==> src/hdl/ntds_pkg.sv <==
// shared constants, types and helpers of the nearest target dwell selector
`default_nettype none

package ntds_pkg;

  // table depth and coordinate width
  localparam int MAX_TARGETS = 16;
  localparam int COORD_BITS  = 16;

  // fixed field widths
  localparam int TGT_W    = 4;
  localparam int HOLD_W   = 8;
  localparam int TCOUNT_W = 5;
  localparam int REACH_W  = 35;

  localparam int IDX_W = (MAX_TARGETS > 1) ? $clog2(MAX_TARGETS) : 1;
  localparam int CNT_W = $clog2(MAX_TARGETS + 2);

  // distance arithmetic widths
  localparam int DIFF_W      = COORD_BITS + 1;
  localparam int GAP_W       = (DIFF_W > 21) ? 21 : DIFF_W;
  localparam int CLAMP_CMP_W = (DIFF_W > 21) ? DIFF_W : 21;
  localparam int SQ_W        = 2 * GAP_W;
  localparam int DIST_W      = SQ_W + 3;
  localparam int NO_WIN_W    = 24;
  localparam int BEST_W      = (DIST_W > NO_WIN_W) ? DIST_W : NO_WIN_W;
  localparam int LIM_CMP_W   = (BEST_W > REACH_W) ? BEST_W : REACH_W;

  localparam logic [CLAMP_CMP_W-1:0] GAP_CLAMP   = CLAMP_CMP_W'(1) << 20;
  localparam logic [BEST_W-1:0]      NO_WIN_DIST = BEST_W'(24'hFF_FFFF);

  // configuration port
  localparam int APB_DATA_W  = 64;
  localparam int PADDR_W     = 5;
  localparam int REG_SEL_LSB = 3;
  localparam int REG_SEL_W   = PADDR_W - REG_SEL_LSB;

  localparam logic [REG_SEL_W-1:0] REG_TARGET_COUNT = REG_SEL_W'(0);
  localparam logic [REG_SEL_W-1:0] REG_REACH_LIMIT  = REG_SEL_W'(1);
  localparam logic [REG_SEL_W-1:0] REG_HOLD_LIMIT   = REG_SEL_W'(2);

  localparam logic [TCOUNT_W-1:0] TARGET_COUNT_RST = TCOUNT_W'(0);
  localparam logic [REACH_W-1:0]  REACH_LIMIT_RST  = REACH_W'(9000);
  localparam logic [HOLD_W-1:0]   HOLD_LIMIT_RST   = HOLD_W'(10);
  localparam logic [HOLD_W-1:0]   HOLD_MAX         = '1;

  // input kind codes
  localparam logic KIND_WRITE  = 1'b0;
  localparam logic KIND_SAMPLE = 1'b1;

  typedef struct packed {
    logic                         shown;
    logic signed [COORD_BITS-1:0] x;
    logic signed [COORD_BITS-1:0] y;
    logic signed [COORD_BITS-1:0] z;
  } entry_t;

  // tag that travels with an entry through the distance stages
  typedef struct packed {
    logic             vld;
    logic [IDX_W-1:0] idx;
    logic             shown;
  } tag_t;

  // absolute axis gap, clamped
  function automatic logic [GAP_W-1:0] axis_gap(input logic signed [COORD_BITS-1:0] a,
                                                input logic signed [COORD_BITS-1:0] b);
    logic signed [DIFF_W-1:0] d;
    logic [DIFF_W-1:0]        m;
    logic [CLAMP_CMP_W-1:0]   w;
    d = DIFF_W'(a) - DIFF_W'(b);
    m = d[DIFF_W-1] ? DIFF_W'(-d) : DIFF_W'(d);
    w = CLAMP_CMP_W'(m);
    if (w > GAP_CLAMP) begin
      w = GAP_CLAMP;
    end
    return GAP_W'(w);
  endfunction

endpackage

`default_nettype wire

==> src/hdl/ntds_cell.sv <==
// one ring cell holding a table entry, shifting to its neighbour during a scan
`default_nettype none

module ntds_cell
  import ntds_pkg::*;
(
  input  wire logic   clk_i,
  input  wire logic   rst_ni,
  input  wire logic   wr_en_i,
  input  wire entry_t wr_entry_i,
  input  wire logic   shift_i,
  input  wire entry_t next_i,
  output entry_t      entry_o
);

  logic                         shown_q, shown_d;
  logic signed [COORD_BITS-1:0] x_q, y_q, z_q;
  logic signed [COORD_BITS-1:0] x_d, y_d, z_d;

  always_comb begin
    shown_d = shown_q;
    x_d     = x_q;
    y_d     = y_q;
    z_d     = z_q;
    if (wr_en_i) begin
      shown_d = wr_entry_i.shown;
      x_d     = wr_entry_i.x;
      y_d     = wr_entry_i.y;
      z_d     = wr_entry_i.z;
    end else if (shift_i) begin
      shown_d = next_i.shown;
      x_d     = next_i.x;
      y_d     = next_i.y;
      z_d     = next_i.z;
    end
  end

  always_ff @(posedge clk_i or negedge rst_ni) begin
    if (!rst_ni) begin
      shown_q <= 1'b0;
    end else begin
      shown_q <= shown_d;
    end
  end

  // position is undefined until written
  always_ff @(posedge clk_i) begin
    x_q <= x_d;
    y_q <= y_d;
    z_q <= z_d;
  end

  assign entry_o = '{shown: shown_q, x: x_q, y: y_q, z: z_q};

endmodule

`default_nettype wire

==> src/hdl/ntds_dist.sv <==
// two-stage weighted squared distance unit fed from the head of the ring
`default_nettype none

module ntds_dist
  import ntds_pkg::*;
(
  input  wire logic                         clk_i,
  input  wire logic                         rst_ni,
  input  wire tag_t                         tag_i,
  input  wire entry_t                       entry_i,
  input  wire logic signed [COORD_BITS-1:0] ptr_x_i,
  input  wire logic signed [COORD_BITS-1:0] ptr_y_i,
  input  wire logic signed [COORD_BITS-1:0] ptr_z_i,
  output tag_t                              tag_o,
  output logic [DIST_W-1:0]                 dist_o
);

  // stage a: axis gaps
  tag_t             tag_a_q;
  logic [GAP_W-1:0] gx_q, gy_q, gz_q;
  // stage b: squares
  tag_t             tag_b_q;
  logic [SQ_W-1:0]  sx_q, sy_q, sz_q;

  always_ff @(posedge clk_i or negedge rst_ni) begin
    if (!rst_ni) begin
      tag_a_q <= '0;
      tag_b_q <= '0;
    end else begin
      tag_a_q <= tag_i;
      tag_b_q <= tag_a_q;
    end
  end

  always_ff @(posedge clk_i) begin
    gx_q <= axis_gap(ptr_x_i, entry_i.x);
    gy_q <= axis_gap(ptr_y_i, entry_i.y);
    gz_q <= axis_gap(ptr_z_i, entry_i.z);
    sx_q <= SQ_W'(gx_q) * SQ_W'(gx_q);
    sy_q <= SQ_W'(gy_q) * SQ_W'(gy_q);
    sz_q <= SQ_W'(gz_q) * SQ_W'(gz_q);
  end

  // z counts four times
  assign dist_o = DIST_W'(sx_q) + DIST_W'(sy_q) + (DIST_W'(sz_q) << 2);
  assign tag_o  = tag_b_q;

endmodule

`default_nettype wire

==> src/hdl/nearest_target_dwell_select_top.sv <==
// top level: target ring, distance unit, nearest search, dwell tracking, register port
//
//  channel   direction  handshake                   word
//  in        sink       in_valid_i / in_stall_o     kind, index, x, y, z, visible
//  out       source     out_valid_o / out_stall_i   hit, nearest, selection, count, fire
//  config    apb slave  psel/penable/pwrite/pready  target_count, reach_limit, hold_limit
//
// a table write gives no output word
// a pointer sample is taken, every entry of the target ring is rotated past the distance unit,
// the stages of the distance unit drain, and the dwell state is updated into the output register
// in_stall_o is high from the cycle after a sample is taken until its update is done; the
// update waits while a previous output word is still stalled
// reset clears the visible flags, selection and dwell count and sets the registers to their
// reset values; positions stay undefined until written; no clearing pass is needed
`default_nettype none

module nearest_target_dwell_select_top
  import ntds_pkg::*;
(
  input  wire logic                         clk_i,
  input  wire logic                         rst_ni,
  // input words
  input  wire logic                         in_valid_i,
  output logic                              in_stall_o,
  input  wire logic                         kind_i,
  input  wire logic [TGT_W-1:0]             target_index_i,
  input  wire logic signed [COORD_BITS-1:0] coord_x_i,
  input  wire logic signed [COORD_BITS-1:0] coord_y_i,
  input  wire logic signed [COORD_BITS-1:0] coord_z_i,
  input  wire logic                         entry_visible_i,
  // output words
  output logic                              out_valid_o,
  input  wire logic                         out_stall_i,
  output logic                              hit_o,
  output logic [TGT_W-1:0]                  nearest_target_o,
  output logic                              selected_valid_o,
  output logic [TGT_W-1:0]                  selected_target_o,
  output logic [HOLD_W-1:0]                 hold_count_o,
  output logic                              fire_o,
  // register port
  input  wire logic                         psel,
  input  wire logic                         penable,
  input  wire logic                         pwrite,
  input  wire logic [PADDR_W-1:0]           paddr,
  input  wire logic [APB_DATA_W-1:0]        pwdata,
  output logic [APB_DATA_W-1:0]             prdata,
  output logic                              pready
);

  localparam logic [1:0] ST_IDLE   = 2'd0;
  localparam logic [1:0] ST_SCAN   = 2'd1;
  localparam logic [1:0] ST_UPDATE = 2'd2;

  localparam logic [CNT_W-1:0] CNT_FEED_END = CNT_W'(MAX_TARGETS);
  localparam logic [CNT_W-1:0] CNT_LAST     = CNT_W'(MAX_TARGETS + 1);

  // ---------------------------------------------------------------- registers
  logic [TCOUNT_W-1:0] tcount_q;
  logic [REACH_W-1:0]  reach_q;
  logic [HOLD_W-1:0]   hold_lim_q;
  logic                cfg_wr;
  logic [REG_SEL_W-1:0] reg_sel;

  assign pready  = 1'b1;
  assign reg_sel = paddr[PADDR_W-1:REG_SEL_LSB];
  assign cfg_wr  = psel && penable && pwrite;

  always_ff @(posedge clk_i or negedge rst_ni) begin
    if (!rst_ni) begin
      tcount_q   <= TARGET_COUNT_RST;
      reach_q    <= REACH_LIMIT_RST;
      hold_lim_q <= HOLD_LIMIT_RST;
    end else if (cfg_wr) begin
      unique case (reg_sel)
        REG_TARGET_COUNT: tcount_q   <= pwdata[TCOUNT_W-1:0];
        REG_REACH_LIMIT:  reach_q    <= pwdata[REACH_W-1:0];
        REG_HOLD_LIMIT:   hold_lim_q <= pwdata[HOLD_W-1:0];
        default: ;
      endcase
    end
  end

  always_comb begin
    unique case (reg_sel)
      REG_TARGET_COUNT: prdata = APB_DATA_W'(tcount_q);
      REG_REACH_LIMIT:  prdata = APB_DATA_W'(reach_q);
      REG_HOLD_LIMIT:   prdata = APB_DATA_W'(hold_lim_q);
      default:          prdata = '0;
    endcase
  end

  // ---------------------------------------------------------------- control
  logic [1:0]       state_q, state_d;
  logic [CNT_W-1:0] cnt_q, cnt_d;
  logic             in_acc;
  logic             sample_acc;
  logic             write_acc;
  logic             feeding;
  logic             out_free;

  assign in_stall_o = (state_q != ST_IDLE);
  assign in_acc     = in_valid_i && !in_stall_o;
  assign sample_acc = in_acc && (kind_i == KIND_SAMPLE);
  assign write_acc  = in_acc && (kind_i == KIND_WRITE);
  assign feeding    = (state_q == ST_SCAN) && (cnt_q < CNT_FEED_END);
  assign out_free   = !out_valid_o || !out_stall_i;

  always_comb begin
    state_d = state_q;
    cnt_d   = cnt_q;
    unique case (state_q)
      ST_IDLE: begin
        cnt_d = '0;
        if (sample_acc) begin
          state_d = ST_SCAN;
        end
      end
      ST_SCAN: begin
        cnt_d = cnt_q + CNT_W'(1);
        if (cnt_q == CNT_LAST) begin
          state_d = ST_UPDATE;
        end
      end
      ST_UPDATE: begin
        if (out_free) begin
          state_d = ST_IDLE;
        end
      end
      default: state_d = ST_IDLE;
    endcase
  end

  always_ff @(posedge clk_i or negedge rst_ni) begin
    if (!rst_ni) begin
      state_q <= ST_IDLE;
      cnt_q   <= '0;
    end else begin
      state_q <= state_d;
      cnt_q   <= cnt_d;
    end
  end

  // pointer of the sample under way
  logic signed [COORD_BITS-1:0] ptr_x_q, ptr_y_q, ptr_z_q;

  always_ff @(posedge clk_i) begin
    if (sample_acc) begin
      ptr_x_q <= coord_x_i;
      ptr_y_q <= coord_y_i;
      ptr_z_q <= coord_z_i;
    end
  end

  // ---------------------------------------------------------------- target ring
  // each cell passes its entry down one place per scan cycle while the ring is fed; after MAX_TARGETS
  // shifts every entry is back home, with entry k at the head when the scan count is k
  entry_t ring[MAX_TARGETS];
  entry_t wr_entry;

  assign wr_entry = '{shown: entry_visible_i, x: coord_x_i, y: coord_y_i, z: coord_z_i};

  for (genvar i = 0; i < MAX_TARGETS; i++) begin : g_cell
    ntds_cell u_cell (
      .clk_i      (clk_i),
      .rst_ni     (rst_ni),
      .wr_en_i    (write_acc && (32'(target_index_i) == 32'(i))),
      .wr_entry_i (wr_entry),
      .shift_i    (feeding),
      .next_i     (ring[(i + 1) % MAX_TARGETS]),
      .entry_o    (ring[i])
    );
  end

  // ---------------------------------------------------------------- distance unit
  tag_t              head_tag;
  tag_t              dist_tag;
  logic [DIST_W-1:0] dist_val;

  // only the first target_count entries take part
  assign head_tag = '{vld:   feeding && (32'(cnt_q) < 32'(tcount_q)),
                      idx:   cnt_q[IDX_W-1:0],
                      shown: ring[0].shown};

  ntds_dist u_dist (
    .clk_i   (clk_i),
    .rst_ni  (rst_ni),
    .tag_i   (head_tag),
    .entry_i (ring[0]),
    .ptr_x_i (ptr_x_q),
    .ptr_y_i (ptr_y_q),
    .ptr_z_i (ptr_z_q),
    .tag_o   (dist_tag),
    .dist_o  (dist_val)
  );

  // ---------------------------------------------------------------- nearest search
  // strict less-than keeps the first of equal distances; the start value never wins
  logic [BEST_W-1:0] best_dist_q;
  logic [IDX_W-1:0]  best_idx_q;
  logic              best_shown_q;
  logic              found_q;

  always_ff @(posedge clk_i or negedge rst_ni) begin
    if (!rst_ni) begin
      found_q <= 1'b0;
    end else if (sample_acc) begin
      found_q <= 1'b0;
    end else if (dist_tag.vld && (BEST_W'(dist_val) < best_dist_q)) begin
      found_q <= 1'b1;
    end
  end

  always_ff @(posedge clk_i) begin
    if (sample_acc) begin
      best_dist_q  <= NO_WIN_DIST;
      best_idx_q   <= '0;
      best_shown_q <= 1'b0;
    end else if (dist_tag.vld && (BEST_W'(dist_val) < best_dist_q)) begin
      best_dist_q  <= BEST_W'(dist_val);
      best_idx_q   <= dist_tag.idx;
      best_shown_q <= dist_tag.shown;
    end
  end

  // ---------------------------------------------------------------- dwell tracking
  logic              sel_valid_q, sel_valid_d;
  logic [IDX_W-1:0]  sel_idx_q, sel_idx_d;
  logic [HOLD_W-1:0] dwell_q, dwell_d;
  logic              hit;
  logic              fire;
  logic              sel_live;
  logic [HOLD_W-1:0] dwell_up;
  logic              do_update;

  assign do_update = (state_q == ST_UPDATE) && out_free;
  assign hit       = found_q && best_shown_q
                     && (LIM_CMP_W'(best_dist_q) <= LIM_CMP_W'(reach_q));
  // a count already at zero drops the selection before this sample
  assign sel_live  = sel_valid_q && (dwell_q != '0);
  assign dwell_up  = (dwell_q == HOLD_MAX) ? HOLD_MAX : dwell_q + HOLD_W'(1);

  always_comb begin
    sel_valid_d = sel_live;
    sel_idx_d   = sel_idx_q;
    dwell_d     = dwell_q;
    fire        = 1'b0;
    if (hit) begin
      if (!sel_live || (sel_idx_q != best_idx_q)) begin
        // new target: restart the dwell
        sel_valid_d = 1'b1;
        sel_idx_d   = best_idx_q;
        dwell_d     = HOLD_W'(1);
      end else if (dwell_up >= hold_lim_q) begin
        fire        = 1'b1;
        sel_valid_d = 1'b0;
        dwell_d     = '0;
      end else begin
        dwell_d = dwell_up;
      end
    end else if (sel_live) begin
      dwell_d = dwell_q - HOLD_W'(1);
      if (dwell_d == '0) begin
        sel_valid_d = 1'b0;
      end
    end
  end

  always_ff @(posedge clk_i or negedge rst_ni) begin
    if (!rst_ni) begin
      sel_valid_q <= 1'b0;
      sel_idx_q   <= '0;
      dwell_q     <= '0;
    end else if (do_update) begin
      sel_valid_q <= sel_valid_d;
      sel_idx_q   <= sel_idx_d;
      dwell_q     <= dwell_d;
    end
  end

  // ---------------------------------------------------------------- output register
  logic out_valid_q;

  always_ff @(posedge clk_i or negedge rst_ni) begin
    if (!rst_ni) begin
      out_valid_q <= 1'b0;
    end else if (do_update) begin
      out_valid_q <= 1'b1;
    end else if (!out_stall_i) begin
      out_valid_q <= 1'b0;
    end
  end

  always_ff @(posedge clk_i) begin
    if (do_update) begin
      hit_o             <= hit;
      nearest_target_o  <= found_q ? TGT_W'(best_idx_q) : '0;
      selected_valid_o  <= sel_valid_d;
      selected_target_o <= sel_valid_d ? TGT_W'(sel_idx_d) : '0;
      hold_count_o      <= dwell_d;
      fire_o            <= fire;
    end
  end

  assign out_valid_o = out_valid_q;

endmodule

`default_nettype wire
==> config.mk <==
export PLATFORM = sky130hd
export DESIGN_NAME = nearest_target_dwell_select_top
export DESIGN_NICKNAME = d
export VERILOG_FILES = /design/src/hdl/ntds_pkg.sv /design/src/hdl/ntds_cell.sv /design/src/hdl/ntds_dist.sv /design/src/hdl/nearest_target_dwell_select_top.sv
export SDC_FILE = /design/constraint.sdc
export NUM_CORES = 2
export LEC_CHECK = 0
export BUFFER_PORTS_ARGS = -buffer_cell sky130_fd_sc_hd__buf_2
export CAP_MARGIN = 20
export CORE_MARGIN = 5
export CORE_UTILIZATION = 30
export CTS_CLUSTER_SIZE = 16
export DETAILED_ROUTE_END_ITERATION = 10
export PLACE_DENSITY_LB_ADDON = 0.12
export SYNTH_ARGS = -nofsm -noshare
export SYNTH_HDL_FRONTEND = slang
export SYNTH_SLANG_ARGS = --single-unit
==> constraint.sdc <==
create_clock -name clk_i -period 12.55 [get_ports clk_i]
set_input_delay 1.8825 -clock clk_i [delete_from_list [all_inputs] [get_ports clk_i]]
set_output_delay 1.8825 -clock clk_i [all_outputs]
set_load 0.01 [all_outputs]
==> summary.md <==
| Metric | Value |
|---|---|
| Layer with the highest usage | met2 |
| Commonest cells after routing, fill and taps aside | inv_1, edfxtp_1, mux2_2 |
| M3 GR Usage | 0.0208 |
| Via-to-Cell Ratio | 4.65 |
| Bufs and invs on worst path | 2 |
| Crit Path Max Fanout | 41 |
| Startpoint Class | register |
| Clk Latency, worst-skew pair | 780 ps |
| Synth cell types | 95 |
| GRT Resource Usage Total | 0.153 |
| Critical path data required time | 13210 ps |
| Status | completed |
| FMAX | 135 MHz |
| Final Cycle Share | 0.588 |
| Die Ht | 517 µm |
| RSZ-0062 raised after global routing | false |
| Clock Tree Buf Depth | 3 |
| Hold depth | 0 |
| Drt drc | 0 |
| Critical path endpoint category | register |
| Post-synth ARST share | 0.0871 |
| Worst Skew | 50.4 ps |
| Core Rows | 186 |
| Stages on the worst setup path | 28 |
| Final wirelength | 204000 µm |
| Top Ports | 216 |
| DR vias | 47400 |
| GPL Wtd Cong | 0.800 |
| Die width | 517 µm |
| Cts hold-fix bufs | 0 |
| Setup TNS | 0 ps |
| Ys flop type | edfxtp_1 |
| DR iter-0 viols | 2314 |
| Min cycle time layout | 7380 ps |
| CP Class | reg2reg |
| Resize count post-CTS | 0 |
| Hold WS | 345 ps |
| Final net count | 7927 |
| CTS root buf | clkbuf_16 |
| Setup bufs post-CTS | 0 |
| Drt wl/cell | 20.1 µm |
| DP HPWL | 143000 µm |
| TritonCTS Sinks | 1125 |
| CP endpoint | best_dist_q[36] |
| Max-cap violations | 0 |
| Final hold vios | 0 |
| Antenna violations before repair | 19 |
| Port Buffers | 153 |
| Worst Slack Setup Final | 5170 ps |
| Worst r2r dst | best_dist_q[36] |
| Crit path from | u_dist.sy_q[2] |
| Post-Synthesis Cells | 6581 |
| Hold/Removal Path Class | reg2reg |
| Avg Inst Size Synth | 11.7 µm² |
| Final ANT Viol Nets | 0 |
| Final Max Slew Viols | 0 |
| R2R depth | 28 |
| Total die area | 0.267 mm² |
| Crit Reg-Reg Startpoint | u_dist.sy_q[2] |
| Grt total ovfl | 0 |
| Reg clk slew, reported paths | 60 ps |
| Slowest cell on the critical path | buf_4 |
| Top Family by Delay on Critical Path | compound AO/OA/AOI/OAI gates |
| Pin count of the biggest net entering global routing | 70 |
| CTS tree | yes |
| Slowest stage delay, CP | 590 ps |
| Cell area after synthesis | 0.0770 mm² |
| Pre-CTS WS | 5030 ps |
| Post-synth EDFFs | 835 |
| Layout cells sized above 1 | 0.190 |
| Initial Utilization | 0.301 |
| Layout area overhead | 11.9% |
| Met2 Usage GRT | 0.257 |
| R2r setup slk | 5170 ps |
| Placed Area | 0.0817 mm² |
| Vias in the first global route | 50400 |
| Final setup vio count | 0 |
| Slew margin rel. | 0.272 |
| Number of H-tree levels | 4 |
| GR Util met1 | 0.212 |
| Post-synthesis sequential area ratio | 0.407 |
| Yosys reg bits | 1125 |
| Commonest non-fill, non-tap cell in the layout | inv_1 |
| Yosys warning count | 0 |
| Worst Max-Slew Pin Slew | 1090 ps |
| Drt first pass iters | 5 |
| Final Cell Area | 0.0862 mm² |
| Number of buffers created by CTS | 138 |
| First-pass GRT wire length | 315000 µm |
| Arrival @ worst endpoint | 8040 ps |
| CORE AREA | 0.256 mm² |
registers in the layout, indices dropped and copies added (netlist names), 17 cells and up:
name	cells
g_cell.u_cell.z_q	256
u_dist.sy_q	33
g_cell.u_cell.x_q	256
u_dist.gz_q	17
g_cell.u_cell.y_q	256
u_dist.gy_q	17
best_dist_q	37
u_dist.gx_q	17
u_dist.sx_q	33
reach_q	35
u_dist.sz_q	33
area by class of cell:
type	count	area [µm²]
clock inverters	69	732
clock buffers	179	3730
well taps	3384	4230
flip-flops and latches	1125	31400
repair buffers	211	1210
multi-input cells	4198	41100
diodes	7	17.5
fillers	25500	170000
inverters	1010	3790
worst reg2reg max path: cells and delay by family, from the launching register on:
family          cells  cell delay (ps)
flops               1              300
buf+inv             2              660
fa+ha+maj           4             1120
xor+xnor            2              660
simple gates        5              650
compound gates     15             3880
cell usage after synthesis (7+ instances only):
library cell | n | area (µm²)
ha_1 | 533 | 6670
a21oi_1 | 171 | 856
xor2_1 | 76 | 666
nand2b_1 | 41 | 257
and2_1 | 200 | 1250
nor3_1 | 37 | 185
dfstp_2 | 7 | 184
mux2_2 | 785 | 8840
xnor2_1 | 174 | 1520
o21a_1 | 46 | 345
a211oi_1 | 20 | 150
dfxtp_1 | 192 | 3840
o31ai_1 | 18 | 135
o2111ai_1 | 7 | 61.3
o31a_1 | 8 | 70.1
clkbuf_1 | 178 | 668
o21bai_1 | 22 | 165
edfxtp_1 | 835 | 25100
inv_1 | 1008 | 3780
o211ai_1 | 23 | 173
a22oi_1 | 8 | 60.1
nand3b_1 | 10 | 75.1
nand2_1 | 433 | 1630
nand3_1 | 71 | 355
a31oi_1 | 30 | 188
or2_2 | 17 | 106
nor4_1 | 13 | 81.3
and4_1 | 11 | 96.3
or4_1 | 7 | 52.6
fa_1 | 580 | 11600
nor2b_1 | 51 | 319
nor2_1 | 241 | 905
buf_1 | 62 | 233
mux2i_1 | 43 | 430
dfrtp_1 | 91 | 2280
or3_1 | 17 | 106
o21ai_0 | 174 | 871
buf_4 | 31 | 233
a31o_2 | 9 | 78.8
and3_1 | 30 | 188
nand4_1 | 31 | 194
a21o_1 | 105 | 788
through the flow:
stage / std cells / utilization
floorplan: 6609 / -
global placement: 9927 / 0.319
CTS: 10200 / 0.336
finish: 10200 / 0.336
detailed placement: 9927 / 0.319
global route: 10200 / 0.336
kinds of logic (layout without fill, tap and decap cells):
group | after synthesis | count (layout) | share of synthesized area
buf+inv | 1286 | 1469 | 0.0643
simple gates | 1225 | 1225 | 0.0769
flops | 1125 | 1125 | 0.407
fa+ha+maj | 1113 | 1113 | 0.237
mux | 828 | 828 | 0.120
compound gates | 751 | 751 | 0.0649
xor+xnor | 251 | 251 | 0.0286
other cells | 2 | 37 | 0.0000975
worst min-delay path by stage:
stage                                  from         endpoint  slack [ps]
after floorplan           u_dist.tag_a_q[0]  u_dist.tag_o[0]         330
after global placement    u_dist.tag_a_q[4]  u_dist.tag_o[4]         330
after detailed placement  u_dist.tag_a_q[4]  u_dist.tag_o[4]         340
after CTS                 u_dist.tag_a_q[4]  u_dist.tag_o[4]         340
after global routing      u_dist.tag_a_q[4]  u_dist.tag_o[4]         350
final                     u_dist.tag_a_q[4]  u_dist.tag_o[4]         340
layer usage:
layer,part of all wire,vias up,wire (µm)
met5,0.00025,-,51
met4,0.019,6,3860
met3,0.030,237,6230
met2,0.47,658,96500
met1,0.48,23900,97700
li1,-,22600,-
Power is not shown: default switching activity piles up to over one toggle a cycle in this logic, so the estimate is an artifact.
